===== src/rtl/core/mpts_pkg.sv =====
// mpts_pkg: shared types and constants for the multi-policy task scheduler
// no dependencies
`timescale 1ns / 1ps
package mpts_pkg;
  localparam int NUM_TASKS = 4;
  localparam int TW = 3;
  localparam logic [31:0] SHIFT_SEED = 32'h9908B0DF;

  localparam logic [2:0] ACT_SCHED = 3'd0;
  localparam logic [2:0] ACT_EXIT  = 3'd1;
  localparam logic [2:0] ACT_PRIO  = 3'd2;
  localparam logic [2:0] ACT_SHARE = 3'd3;
  localparam logic [2:0] ACT_TICK  = 3'd4;

  localparam logic [2:0] POL_RR    = 3'd0;
  localparam logic [2:0] POL_LOW   = 3'd1;
  localparam logic [2:0] POL_PRIO  = 3'd2;
  localparam logic [2:0] POL_SHARE = 3'd3;
  localparam logic [2:0] POL_LOT   = 3'd4;

  typedef enum logic [2:0] {
    ST_IDLE, ST_SCAN, ST_DIV, ST_PICK, ST_OUT
  } state_t;

  // divider control and status
  typedef struct packed {
    logic        start;
    logic [31:0] dividend;
    logic [9:0]  divisor;
  } div_req_t;

  typedef struct packed {
    logic       done;
    logic [9:0] rem;
  } div_rsp_t;
endpackage


===== src/rtl/core/mpts_div.sv =====
// mpts_div: bit-serial restoring remainder unit, one dividend bit a cycle
// depends on mpts_pkg
`timescale 1ns / 1ps
module mpts_div (
  input  logic               clk,
  input  logic               rst_n,
  input  mpts_pkg::div_req_t req,
  output mpts_pkg::div_rsp_t rsp
);
  import mpts_pkg::*;
  logic        busy_r, busy_nxt;
  logic [5:0]  cnt_r, cnt_nxt;
  logic [31:0] q_r, q_nxt;
  logic [9:0]  rem_r, rem_nxt, d_r, d_nxt;
  logic [10:0] trial;

  // one shift-subtract step
  always_comb begin
    busy_nxt = busy_r; cnt_nxt = cnt_r; q_nxt = q_r; rem_nxt = rem_r; d_nxt = d_r;
    trial = {rem_r, q_r[31]};
    if (req.start) begin
      busy_nxt = 1'b1; cnt_nxt = 6'd0; q_nxt = req.dividend; rem_nxt = '0;
      d_nxt = req.divisor;
    end else if (busy_r) begin
      q_nxt = {q_r[30:0], 1'b0};
      rem_nxt = (trial >= {1'b0, d_r}) ? 10'(trial - {1'b0, d_r}) : trial[9:0];
      cnt_nxt = cnt_r + 6'd1;
      if (cnt_r == 6'd31) busy_nxt = 1'b0;
    end
  end

  always_ff @(posedge clk) begin
    if (!rst_n) begin
      busy_r <= 1'b0; cnt_r <= '0;
    end else begin
      busy_r <= busy_nxt; cnt_r <= cnt_nxt;
    end
    q_r <= q_nxt; rem_r <= rem_nxt; d_r <= d_nxt;
  end

  assign rsp.done = busy_r && cnt_r == 6'd31;
  assign rsp.rem  = rem_nxt;
endmodule


===== src/rtl/core/multi_policy_task_scheduler.sv =====
// multi_policy_task_scheduler: top level, state, sequencer and task scan
// depends on mpts_pkg and mpts_div
`timescale 1ns / 1ps
// Schedules four tasks under one of five policies.
// Channels: in_* carries one event (in_tuser action, in_tdata value), out_*
// returns one grant per event (out_tdata granted_task, out_tuser idle),
// cfg_* writes the 3-bit policy mode.
// An event is scanned one task a cycle through a single compare unit.
// The result is valid after the scan and the pick step have run; a lottery
// draw adds a serial remainder and a second scan.
// One event is in flight at a time; in_tready is high only while the sequencer
// waits for an event, and the next event is taken once the sequencer has
// returned from the output state to idle after the result transaction.
// The result sits in an output register until taken; a stalled receiver
// holds the sequencer and so in_tready stays low.
// Reset (synchronous, rst_n low) makes every task runnable with priority and
// share equal to its index, clears share counts and tickets, seeds the shift
// register, sets the current task to 1 and the policy to round robin.
// cfg_ready is always high; write only while idle.
module multi_policy_task_scheduler (
  input  logic        clk,
  input  logic        rst_n,
  input  logic        cfg_valid,
  output logic        cfg_ready,
  input  logic [2:0]  cfg_data,
  input  logic        in_tvalid,
  output logic        in_tready,
  input  logic [7:0]  in_tdata,   // [7:0] value
  input  logic [2:0]  in_tuser,   // [2:0] action
  output logic        out_tvalid,
  input  logic        out_tready,
  output logic [7:0]  out_tdata,  // [2:0] granted_task
  output logic        out_tuser   // [0] idle
);
  import mpts_pkg::*;

  state_t state_r, state_nxt;
  logic [2:0] mode_r;
  logic [NUM_TASKS:1] live_r, tset_r;
  logic [7:0] prio_r [NUM_TASKS:1];
  logic [7:0] share_r [NUM_TASKS:1];
  logic [7:0] used_r [NUM_TASKS:1];
  logic [7:0] tick_r [NUM_TASKS:1];
  logic [31:0] rnd_r;
  logic [TW-1:0] cur_r;
  logic [2:0] act_r;
  logic [TW-1:0] idx_r, pick_r, alt_r;
  logic [8:0] best_r;
  logic [9:0] sum_r, ticket_r;
  logic phase_r;
  logic [TW-1:0] res_task_r;
  logic res_idle_r, ovalid_r;
  div_req_t dreq;
  div_rsp_t drsp;

  mpts_div u_div (.clk(clk), .rst_n(rst_n), .req(dreq), .rsp(drsp));

  assign cfg_ready  = 1'b1;
  assign in_tready  = state_r == ST_IDLE;
  assign out_tvalid = ovalid_r;
  assign out_tdata  = {5'd0, res_task_r};
  assign out_tuser  = res_idle_r;

  // shift register step: shift right, feedback into bit 15
  logic [31:0] rnd_step;
  assign rnd_step = {1'b0, rnd_r[31:1]}
                    | {16'd0, (rnd_r[0]^rnd_r[2]^rnd_r[3]^rnd_r[5]), 15'd0};

  // per-task view of the scanned task
  logic [TW-1:0] t;
  logic t_live, t_sok;
  logic [9:0] tally_hi;
  assign t = idx_r;
  assign t_live = live_r[t];
  assign t_sok = t_live && (used_r[t] == 0 || used_r[t] < share_r[t]);
  assign tally_hi = sum_r + {2'd0, tick_r[t]};
  logic cur_live;
  assign cur_live = live_r[cur_r];
  logic scan_last;
  assign scan_last = idx_r == TW'(NUM_TASKS);

  // lottery totals including the task scanned this cycle
  logic lot_hit;
  logic [9:0] lot_sum;
  logic lot_draw;
  assign lot_hit  = t_live && !tset_r[t];
  assign lot_sum  = (t_live && pick_r == 0) ? tally_hi : sum_r;
  assign lot_draw = mode_r == POL_LOT && act_r <= ACT_EXIT && !phase_r && pick_r == 0
                    && !lot_hit && lot_sum != 0;

  // next state
  always_comb begin
    state_nxt = state_r;
    unique case (state_r)
      ST_IDLE: if (in_tvalid) state_nxt = ST_SCAN;
      ST_SCAN: begin
        if (scan_last) state_nxt = lot_draw ? ST_DIV : ST_PICK;
      end
      ST_DIV:  if (drsp.done) state_nxt = ST_SCAN;
      ST_PICK: state_nxt = ST_OUT;
      ST_OUT:  if (!ovalid_r) state_nxt = ST_IDLE;
      default: state_nxt = ST_IDLE;
    endcase
  end

  assign dreq.start = state_r == ST_SCAN && state_nxt == ST_DIV;
  assign dreq.dividend = rnd_step;
  assign dreq.divisor = lot_sum;

  // grant of the event, computed on the pick step
  logic [TW-1:0] fin_task;
  always_comb begin
    fin_task = '0;
    if (act_r > ACT_EXIT) fin_task = cur_live ? cur_r : '0;
    else case (mode_r) inside
      POL_RR, POL_LOW, POL_PRIO, POL_LOT: fin_task = pick_r;
      POL_SHARE: fin_task = pick_r != 0 ? pick_r : alt_r;
      default: fin_task = '0;
    endcase
  end

  integer k;
  always_ff @(posedge clk) begin
    if (!rst_n) begin
      state_r <= ST_IDLE; mode_r <= POL_RR; live_r <= '1; tset_r <= '0;
      rnd_r <= SHIFT_SEED; cur_r <= TW'(1); ovalid_r <= 1'b0;
      for (k = 1; k <= NUM_TASKS; k++) begin
        prio_r[k] <= 8'(k); share_r[k] <= 8'(k); used_r[k] <= '0; tick_r[k] <= '0;
      end
    end else begin
      state_r <= state_nxt;
      if (cfg_valid) mode_r <= cfg_data;
      if (ovalid_r && out_tready) ovalid_r <= 1'b0;
      unique case (state_r)
        // accept the event, apply set or exit
        ST_IDLE: if (in_tvalid) begin
          act_r <= in_tuser; idx_r <= TW'(1); pick_r <= '0; alt_r <= '0;
          best_r <= 9'd256; sum_r <= '0; phase_r <= 1'b0;
          unique case (in_tuser)
            ACT_EXIT:  live_r[cur_r] <= 1'b0;
            ACT_PRIO:  prio_r[cur_r] <= in_tdata;
            ACT_SHARE: begin share_r[cur_r] <= in_tdata; used_r[cur_r] <= '0; end
            ACT_TICK:  begin tick_r[cur_r] <= in_tdata; tset_r[cur_r] <= 1'b1; end
            default: ;
          endcase
        end
        // one task per cycle through the shared compare
        ST_SCAN: begin
          if (!scan_last) idx_r <= idx_r + TW'(1);
          if (t_live) case (mode_r)
            POL_RR: if (t > cur_r && (pick_r == 0 || pick_r <= cur_r)) pick_r <= t;
                    else if (t <= cur_r && pick_r == 0) pick_r <= t;
            POL_LOW: if (pick_r == 0) pick_r <= t;
            POL_PRIO: if ({1'b0, prio_r[t]} < best_r) begin
              best_r <= {1'b0, prio_r[t]}; pick_r <= t;
            end
            POL_SHARE: begin
              if (t_sok && (pick_r == 0 || t == cur_r)) pick_r <= t;
              if (alt_r == 0 || t == cur_r + TW'(1)) alt_r <= t;
            end
            POL_LOT: if (!phase_r) begin
              if (!tset_r[t] && pick_r == 0 && alt_r == 0) pick_r <= t;
              if (pick_r == 0) sum_r <= tally_hi;
            end else if (pick_r == 0) begin
              if (sum_r <= ticket_r && tally_hi > ticket_r) pick_r <= t;
              sum_r <= tally_hi;
            end
            default: ;
          endcase
          if (scan_last && lot_draw) rnd_r <= rnd_step;
        end
        // remainder done, rescan for the winning range
        ST_DIV: if (drsp.done) begin
          ticket_r <= drsp.rem; phase_r <= 1'b1; idx_r <= TW'(1); sum_r <= '0;
        end
        ST_PICK: begin
          res_task_r <= fin_task; res_idle_r <= fin_task == 0; ovalid_r <= 1'b1;
          if (fin_task != 0) cur_r <= fin_task;
          if (act_r <= ACT_EXIT && mode_r == POL_SHARE) begin
            if (pick_r != 0) used_r[pick_r] <= used_r[pick_r] + 8'd1;
            else begin
              for (k = 1; k <= NUM_TASKS; k++)
                used_r[k] <= (TW'(k) == fin_task) ? 8'd1 : 8'd0;
            end
          end
        end
        ST_OUT: ;
        default: ;
      endcase
    end
  end

  // assertions
  a_one_busy: assert property (@(posedge clk) disable iff (!rst_n)
    in_tready |-> !out_tvalid || out_tready || state_r == ST_IDLE) else $error("overlap");
  a_idle_code: assert property (@(posedge clk) disable iff (!rst_n)
    out_tvalid |-> (out_tuser == (out_tdata[2:0] == 3'd0))) else $error("idle mismatch");
  a_cur_range: assert property (@(posedge clk) disable iff (!rst_n)
    cur_r != 0 && cur_r <= TW'(NUM_TASKS)) else $error("current task out of range");
endmodule

===== config.mk =====
export PLATFORM = sky130hd
export DESIGN_NAME = multi_policy_task_scheduler
export DESIGN_NICKNAME = d
export VERILOG_FILES = /design/src/rtl/core/mpts_pkg.sv /design/src/rtl/core/mpts_div.sv /design/src/rtl/core/multi_policy_task_scheduler.sv
export SDC_FILE = /design/constraint.sdc
export NUM_CORES = 1
export LEC_CHECK = 0
export BUFFER_PORTS_ARGS = -buffer_cell sky130_fd_sc_hd__buf_2
export CAP_MARGIN = 20
export CORE_UTILIZATION = 49
export DETAILED_ROUTE_END_ITERATION = 8
export SKIP_LAST_GASP = 1
export SLEW_MARGIN = 20
export SYNTH_ARGS = -nofsm -noshare
export SYNTH_HDL_FRONTEND = slang
export SYNTH_SLANG_ARGS = --single-unit

===== constraint.sdc =====
create_clock -name clk -period 9.4 [get_ports clk]
set_input_delay 2.35 -clock clk [delete_from_list [all_inputs] [get_ports clk]]
set_output_delay 2.35 -clock clk [all_outputs]
set_load 0.02 [all_outputs]

# Word-level counts from Yosys, hierarchy flattened
# Memory sizes are Yosys's and may differ from the RTL's. A register that Yosys moved wholly into a read port is not among the register bits.
# Cells that the tools add are included.
# op_classes
n_mul,0
shifts,0
bitwise,12
mux,119
n_div,0
eq_ne,39
magnitude_cmp,13
n_addsub,6
reduce_logical,61
# ops
operator,n
2-to-1 mux 3 bit,36
2-to-1 mux 10 bit,9
2-to-1 mux 8 bit,9
2-to-1 mux 32 bit,2
2-to-1 mux 1 bit,47
OR reduction 8 bit,5
2-to-1 mux 9 bit,4
OR 31 x 16 -> 31 bit,1
one-hot mux 10 bit (3 select lines),1
one-hot mux 3 bit (5 select lines),2
equality test 3 x 2 -> 1 bit (second input constant),7
logical AND 1 bit,20
one-hot mux 9 bit (2 select lines),1
logical NOT 3 bit,5
equality test 3 bit (second input constant),4
!= test 4 x 3 -> 1 bit (second input constant),3
one-hot mux 3 bit (2 select lines),2
AND reduction 12 bit,1
AND reduction 3 bit,4
AND reduction 6 bit,2
greater-or-equal comparator 11 x 10 -> 1 bit,1
adder 10 x 8 -> 10 bit,1
greater-than comparator 10 bit,1
<= comparator 10 bit,1
46 further kinds,81
# totals
regBits,155
latchBits,0
mem_count,4
mem_bits_ro,0
word_cells,276
in_bits,19
ram_bits,128
# memory_table
name,depth,word_bits,read_ports,rd_ports_with_merged_regs,wr,line_no,text
prio_r,4,8,1,1,4,multi_policy_task_scheduler.sv:40,logic [7:0] prio_r [NUM_TASKS:1];
share_r,4,8,1,1,4,multi_policy_task_scheduler.sv:41,logic [7:0] share_r [NUM_TASKS:1];
tick_r,4,8,1,1,4,multi_policy_task_scheduler.sv:43,logic [7:0] tick_r [NUM_TASKS:1];
used_r,4,8,2,2,4,multi_policy_task_scheduler.sv:42,logic [7:0] used_r [NUM_TASKS:1];

# Logic depth before layout (Yosys ltp)
# Gate-level depths: netlist (run 1).
# depth
depth_word,13
ltp_mapped,23
mapped_depth_nobuf,18

# Modules after synthesis
# Synthesis (run 1) repeated with hierarchy kept, for this count alone.
# hier_totals
hier_cells,1530
hier_area_um2,20493.4
# by_module_without_submodules
mod,area_each_um2,instances,cells_per_inst
multi_policy_task_scheduler,17550.6,1,1306
mpts_div,2942.8,1,224

# Worst setup path before layout (run 1)
# Ideal clock, no wire load.
# synth_path
path_kind,register to register
startpoint,register with a tool-made name
endpoint,register u_div.q_r[0] (enable)
n_path_buf,5
period_less_slack_ns,5.786
path_slack_ns,3.614
arrival_time_ns,5.307
stages_incl_launch_ff,17
path_cell_list,dfxtp_1 > clkbuf_1 > buf_2 > clkbuf_1 > buf_2 > mux4_2 > mux2_2 > ha_1 > fa_1 > a211oi_1 > o21bai_1 > a21oi_1 > xor2_1 > a41oi_1 > a221oi_2 > buf_2 > nand2_1
# synth_rtl
element,line_no,text
"end signal, assigned",mpts_div.sv:38,q_r <= q_nxt; rem_r <= rem_nxt; d_r <= d_nxt;
"end, declared",mpts_div.sv:13,"logic [31:0] q_r, q_nxt;"

==> impl.org, run 1 <==
** Outcome
- Run status :: complete, no violations

** GRT
- Across every metal layer, demand over resource in global routing totals 23.4%.
- The initial antenna violation count came to 2.
- Global-route wire length before repair :: approximately 73000 um
- Total gr overflow :: 0
- Maximum number of pins on one net before global-route repair :: 65
- The via count of the first global-routing pass was 12400.

** Clock tree
- The tree is rooted in a sky130_fd_sc_hd__clkbuf_16.
- The tree built by TritonCTS fans out to 416 sinks.
- Total number of H-tree levels :: 2
- TritonCTS built the clock tree.
- Post_cts resized :: 0
- Clock latency of the later-clocked register in the worst-skew pair :: approximately 0.57 ns
- Setup Buffers After CTS :: 0
- Total clock buffers created by CTS :: 44
- In this run, post-CTS hold repair placed 0 buffers.
- Bufs on Longest Clock Path :: 3
- After clock tree synthesis, the clock-pin slew on the worst setup and hold paths is 0.06 ns.

** Synth
- In the post-synthesis netlist, the biggest area contributors are sky130_fd_sc_hd__edfxtp_1, sky130_fd_sc_hd__mux4_2, sky130_fd_sc_hd__dfxtp_1.
- Top cell types by occurrence after synthesis :: sky130_fd_sc_hd__edfxtp_1, sky130_fd_sc_hd__nand2_1, sky130_fd_sc_hd__nor2_1
- Counting flops and latches in the post-synthesis netlist gives approximately 420.
- Summing the sequential cell areas from Yosys gives 58.4% of the chip area.
- Cell area after technology mapping :: between 20000 and 25000 um2
- The most common cell in the synthesized netlist is sky130_fd_sc_hd__edfxtp_1.
- The number of different library cells used by synthesis comes to 80.
- Number of instances in the synthesized netlist :: approximately 1600
- Leading register cell type out of synthesis :: sky130_fd_sc_hd__edfxtp_1
- The synthesized netlist devotes 14.2% of its cell area to simple gates.
- Count of synthesis-stage warnings from yosys :: 0
- Number of synthesized flops with an enable pin :: 343
- The synthesized design spends more area on one cell type than any other, namely sky130_fd_sc_hd__edfxtp_1.
- Multiplexer area fraction after synthesis :: about 12%
- Synth async-reset ratio :: 0%
- Synthesized-area fraction occupied by ao, oa, aoi and oai cells :: 6.94%
- Dividing the synthesized area by the synthesized cell count gives 12.6 um2.
- After synthesis, the largest family of logic cells by area is simple AND/OR/NAND/NOR gates.
- Synth top area share :: 51.1%
- The synthesized netlist devotes 1.44% of its cell area to XOR and XNOR gates.
- After Yosys synthesis, full adders, half adders and majority gates account for 4.11% of the synthesized area.

** Final layout
- Proportion of layout cells with a drive suffix above 1 :: 13.8%
- Fill cell count :: 3341
- Final #Nets :: around 1700
- P&R area growth vs syn :: 9.54%

** Worst setup path
- Required time at the worst-slack endpoint :: 9.71 ns
- The slowest stage of the critical path belongs to the cell sky130_fd_sc_hd__dfxtp_4.
- Sort of element at the start of the critical path :: flop
- Among cell families on the critical path, the largest total delay comes from compound AO/OA/AOI/OAI gates.
- CP bufs+invs :: 2
- Critical path class :: flop to flop
- The largest single stage delay on the critical path is 0.63 ns.
- Maximum net fanout on the critical path :: 23
- For the worst setup path, the data arrival time is 5.42 ns.
- The worst setup path is captured at a flop.
- Walking the worst path, the cells encountered are mux4_2 > mux2_2 > ha_1 > fa_1 > a211oi_1 > o21bai_1 > a21oi_1 > xor2_1 > inv_1 > ha_1 > o21ai_0 > nor2_1 > nor3_1 > nor2_1 > o311ai_0 > a41o_1 > a21o_1 > inv_1.

** Timing
- Static timing analysis puts the maximum clock frequency at 196 MHz.
- Endpoints failing setup :: 0
- Final hold slack :: 0.454 ns
- Slew Limit Fails :: 0
- Setup repair after global routing left no endpoint under its margin.
- Max-slew headroom :: 30.8%
- Shortest clock period the worst path allows after layout :: ~5 ns
- For the final routed database, the setup TNS stands at 0 ns.
- Clock skew on the completed layout was measured at 0.0194 ns.
- The worst path uses 54.3% of the clock period.
- At the pin with the least slew margin, the transition time is 1.03 ns.
- Final hold viol count :: 0

** Routing
- The detailed router placed 12600 vias in this run.
- After detailed routing, the number of vias per cell comes to 5.83.
- Summed over all layers, the routed wires come to 47500 um.
- After detailed routing, the average wire length per cell comes to 22.0 um.
- The count of nets left with antenna violations once routing finished came out at 0.
- After the first detailed-routing iteration, the DRC count stood at 949.
- In the routed design, unresolved DRC markers number 0.
- Before antenna repair, the detailed router went through 5 iterations.

** Floorplanning
- The floorplan step set the die height to roughly 200 um.
- For this configuration, the core starts out at a cell density of 50.2%.
- In this run the core area contains between 70 and 80 standard-cell rows.
- For this design the top-level I/O count stands at 31.
- After floorplanning, the core was sized to cover 40100 um2.
- The die is between 200 and 250 um wide.
- The die covers 41900 um2.

** Placed design
- Routability-driven placement finished with a final weighted congestion of 0.856.
- Detailed placement finished with a half-perimeter wire length of approximately 32000 um.
- Buffers on Ports :: 24

** Pwr
- The design draws around 4300 uW.
- Summed over all cells, the static leakage comes to 0.00801 uW.
- For this design the ratio of total power to cell area is between 150 and 200 nW/um2.
- Across the VDD grid, the largest voltage drop is 0.000144 V.

** Worst hold path
- The min-delay analysis places its worst path in the category flop to flop.

** Run
- Across the run, the number of max-cap violations was 0.
==> flip-flops by register name (all words and copies together), names as in the netlist, 3 cells and up, named ones only <==
register / cells
res_task_r: 3
u_div.rem_r: 10
tick_r: 64
share_r: 64
state_r: 3
best_r: 9
pick_r: 3
u_div.d_r: 10
alt_r: 3
idx_r: 3
u_div.cnt_r: 6
tset_r: 4
cur_r: 3
live_r: 4
ticket_r: 10
mode_r: 3
u_div.q_r: 32
used_r: 64
rnd_r: 32
sum_r: 10
prio_r: 64
==> cell type report <==
class	count	area, um2	share of cell area, %
inverters	73	274	1.24
diodes	1	2.50	0.0113
multi-input cells	1026	7740	35.1
well taps	525	657	2.98
flip-flops and latches	416	11800	53.3
clock buffers	61	1240	5.60
repair buffers	40	240	1.09
clock inverters	18	145	0.658
==> through the flow <==
step           std cells  worst slack (ns)  utilization [%]  instance area (um2)
2_1_floorplan       1600              3.61                -                20200
3_3_place_gp        2080              4.24             51.6                20700
3_5_place_dp        2080              4.19             51.6                20700
4_1_cts             2159              4.30             55.0                22100
5_1_grt             2159              3.90             55.0                22100
6_report            2160              4.29             55.0                22100
==> cells by family after synthesis <==
group,count (synthesis)
compound gates,212
xor+xnor,33
fa+ha+maj,65
buf+inv,158
flops,416
mux,137
other cells,2
simple gates,573
==> power by group <==
part / internal, uW / switching (uW)
Combinational: 221 / 292
Sequential: 2030 / 51.0
Clock: 972 / 705
Total: 3230 / 1050
==> routing by layer <==
metal | vias to the layer above | share of wire (%) | track usage [%]
met2 | 319 | 48 | 37.9
met3 | 71 | 5.1 | 3.67
met5 | - | 0.057 | 0
met4 | 4 | 1.8 | 5.70
met1 | 6291 | 45 | 32.8
li1 | 5916 | - | -
==> cells in the final DEF, fill, tap and decap left out, drive strengths merged, types with 6 or more instances in the layout <==
master | Yosys | routed
a211oi | 13 | 13
a21o | 13 | 13
a21oi | 55 | 55
a221oi | 7 | 7
a31o | 7 | 7
a31oi | 8 | 8
and2 | 95 | 95
and3 | 15 | 15
buf | 38 | 40
clkbuf | 47 | 61
clkinv | 0 | 15
conb | 2 | 6
dfxtp | 73 | 73
edfxtp | 343 | 343
ha | 63 | 63
inv | 73 | 74
mux2 | 23 | 23
mux2i | 41 | 41
mux4 | 73 | 73
nand2 | 151 | 151
nand2b | 10 | 10
nand3 | 32 | 32
nand4 | 9 | 9
nor2 | 144 | 144
nor2b | 14 | 14
nor3 | 43 | 43
nor3b | 6 | 6
o21a | 6 | 6
o21ai | 54 | 54
o22ai | 6 | 6
or2 | 7 | 7
or3 | 14 | 14
xnor2 | 20 | 20
xor2 | 13 | 13
==> final timing paths <==
| kind | slack [ns] | depth (start not counted) | from | end |
|---|---|---|---|---|
| worst min register to register | 0.45 | 1 | tset_r[3] | tset_r[3] |
| worst max-delay path | 4.29 | 18 | flop | pick_r[1] |
| worst min-delay path | 0.45 | 1 | tset_r[3] | tset_r[3] |
| worst max register to register | 4.29 | 18 | flop | pick_r[1] |
No activity file was read; power rests on OpenSTA's default activity.
==> run 2: changes to the inputs <==
==> constraint.sdc (replaced) <==
create_clock -name clk -period 5 [get_ports clk]
set_input_delay 1.25 -clock clk [delete_from_list [all_inputs] [get_ports clk]]
set_output_delay 1.25 -clock clk [all_outputs]
set_load 0.02 [all_outputs]
==> impl.org, run 2 (synthesis gave the netlist of run 1 again) <==
** Floorplanning
- The vertical extent of the die was 205 um (unchanged).
- The chip width is 205 um (unchanged).
- The floorplan die area came to 41900 um2 (unchanged).
- Floorplan Core Area :: 40100 um2 (unchanged)
- The effective utilization at floorplan was 50.2% (unchanged).
- The cell row count was 73 (unchanged).
- The count of pins on the block boundary came to 31 (unchanged).

** Worst setup path
- Capturing element type of the critical path :: flop
- Worst path most repeated cell :: sky130_fd_sc_hd__buf_4
- CP bufs+invs :: 2 (unchanged)
- Critical path class :: flop to flop
- STA classifies the critical path startpoint as a flop.
- The endpoint arrival time on the critical path is 4.84 ns (-0.58 ns).
- R2r setup slk :: 0.42 ns (-3.87 ns)
- The required time of the critical path was 5.26 ns (-4.45 ns).
- Slowest stage delay, CP :: 0.73 ns (+0.10 ns)
- The critical-path maximum fanout came to 17 (-26%).
- Cells traversed along the worst timing path :: buf_4 > mux4_2 > mux2_2 > ha_1 > nor4b_1 > a21oi_1 > o311ai_0 > a311oi_2 > buf_4 > a41oi_1 > a211oi_2 > nor3_2 > a211oi_1
- The logic depth of the worst register-to-register path is 13 (-5).
- In this design, the largest share of critical-path delay is due to simple AND/OR/NAND/NOR gates.
- The depth of the critical timing path with buffers and inverters included came to 13 (-5).
- Slowest-stage cell, CP :: sky130_fd_sc_hd__nor3_2

** Timing
- The share of the clock period used by the worst path is 91.6% (+37 points).
- RSZ-0062 raised after global routing :: false
- Sum Neg Setup Slack :: 0 ns (unchanged)
- The number of pins with negative max-slew slack in the final report is 0 (unchanged).
- The hold violation count in the final report came to 0 (unchanged).
- The slew of the pin with the lowest slew margin was 1.04 ns (+0.0119 ns).
- Setup clock skew after layout :: 0.0160 ns (-0.00336 ns)
- Max-slew headroom :: 30.3% (-0.52 points)
- The maximum achievable frequency was 218 MHz (+12%).
- Endpoints failing setup :: 0 (unchanged)
- The clock period minus worst slack is 4.58 ns (-0.529 ns).

** Final layout
- The number of antenna cells inserted was 0 (-1).
- The library cells used most frequently in the layout, excluding fill and tap cells, are sky130_fd_sc_hd__edfxtp_1, sky130_fd_sc_hd__nand2_1, sky130_fd_sc_hd__nor2_1, sky130_fd_sc_hd__and2_1.
- The final standard cell area without fillers was 22200 um2 (+0.58%).
- Fill cell count :: 3345 (+0.12%)
- P&R area growth vs syn :: 10.2%
- Proportion of layout cells with a drive suffix above 1 :: 14.9% (+1.1 points)
- Most common cell after layout, fill and taps aside :: sky130_fd_sc_hd__edfxtp_1
- The final layout net count is 1703 (+1.1%).

** Worst hold path
- The startpoint identified for the worst hold timing path is tset_r[2].
- The tightest min-delay check is of the flop to flop type.
- Hold Path Cell Cnt :: 1 (unchanged)

** Pwr
- Leakage component of the power :: 0.00810 uW (+1.1%)
- Pwr/cell area :: 362 nW/um2 (+87%)
- The worst voltage drop across the vdd grid is 0.000252 V (+75%).

** Routing
- The post-detailed-routing wire length came to 46400 um (-2.1%).
- Starting DRT DRC Count :: 979 (+3.2%)
- The routed wirelength normalized by instance count is 21.4 um (-2.8%).
- First-pass detailed-route iteration total :: 5 (unchanged)
- Via-per-instance ratio :: 5.77 (-1.0%)
- The total via count in the routed design came to 12600 (-0.36%).
- Residual antenna-violating net count after detailed routing :: 0 (unchanged)
- DR DRC count :: 0 (unchanged)

** Placed design
- The count of port buffers added during placement was 24 (unchanged).
- The weighted congestion at the end of routability-driven global placement came to 0.879 (+2.6%).
- The post-place instance area was 20800 um2 (+0.81%).
- The half-perimeter wire length after placement came to 31600 um (-1.8%).

** Clock tree
- The number of buffers inserted to repair setup after CTS came to 0 (unchanged).
- TritonCTS built the clock tree.
- Total clock buffers created by CTS :: 44 (unchanged)
- The clock tree buffer depth was 3 (unchanged).
- The clock latency on the worst-skew pair came to 0.58 ns (about the same).
- Master cell of the clock root buffer :: sky130_fd_sc_hd__clkbuf_16
- The clock input transition at the sequential cells of the worst setup and hold paths came to 0.06 ns (about the same).
- The maximum level of the CTS H-tree was 2 (unchanged).
- Count of clock tree sinks :: 416 (unchanged)

** GRT
- Total gr overflow :: 0 (unchanged)
- Total track usage :: 22.8% (-0.59 points)
- Maximum number of pins on one net before global-route repair :: 61 (-6.2%)
- The initial antenna violation count was 0 (-2).
- The wire length of the first global-routing pass is 72200 um (-1.8%).
- Via count of the first global-routing pass :: 12500 (+0.67%)

** Outcome
- The run finished with clean final reports.

** Run
- The number of violations of the max-capacitance limit is 0 (unchanged).
run 2: layout make-up:
cell class / instances / area [um2] / area share (%)
Inverter: 73 / 274 / 1.23
Multi-Input combinational cell: 1026 / 7740 / 34.9
Tap cell: 525 / 657 / 2.96
Clock buffer: 52 / 1140 / 5.14
Clock inverter: 25 / 208 / 0.936
Sequential cell: 416 / 11800 / 53.0
Timing Repair Buffer: 58 / 400 / 1.80
run 2: path summary, 6_finish.rpt:
path / endpoint
min reg2reg: tset_r[2]
max: ticket_r[5]
min: tset_r[2]
max reg2reg: ticket_r[5]
run 2: per-stage QoR:
stage | cells | worst slack (ns) | total power (uW) | hold WS, ns | utilization (%)
4_1_cts | 2175 | 0.290 | 8090 | 0.460 | 55.3
6_report | 2175 | 0.420 | 8030 | 0.461 | 55.3
3_3_place_gp | 2098 | 0.283 | 4950 | 0.441 | 52.0
2_1_floorplan | 1600 | 0.0209 | 4680 | 0.426 | -
5_1_grt | 2175 | 0.0512 | 8320 | 0.490 | 55.3
3_5_place_dp | 2098 | 0.307 | 4970 | 0.452 | 52.0
run 2: repair_timing:
action,CTS,global route
gates resized for setup,0,1
hold buffers,0,0
endpoints found under the setup margin,0,3
run 2: per-layer routing:
layer / wire (um) / up-vias / global-route usage (%)
li1: - / 5952 / -
met1: 21600 / 6186 / 32.8
met2: 21100 / 347 / 35.2
met3: 2680 / 71 / 3.82
met4: 1010 / 0 / 7.04
met5: 0 / - / 0
run 2: power breakdown:
part	switching [uW]	internal, uW	total, uW
clock	1340	1780	3120
sequential	89.9	3820	3910
combinational	555	438	993
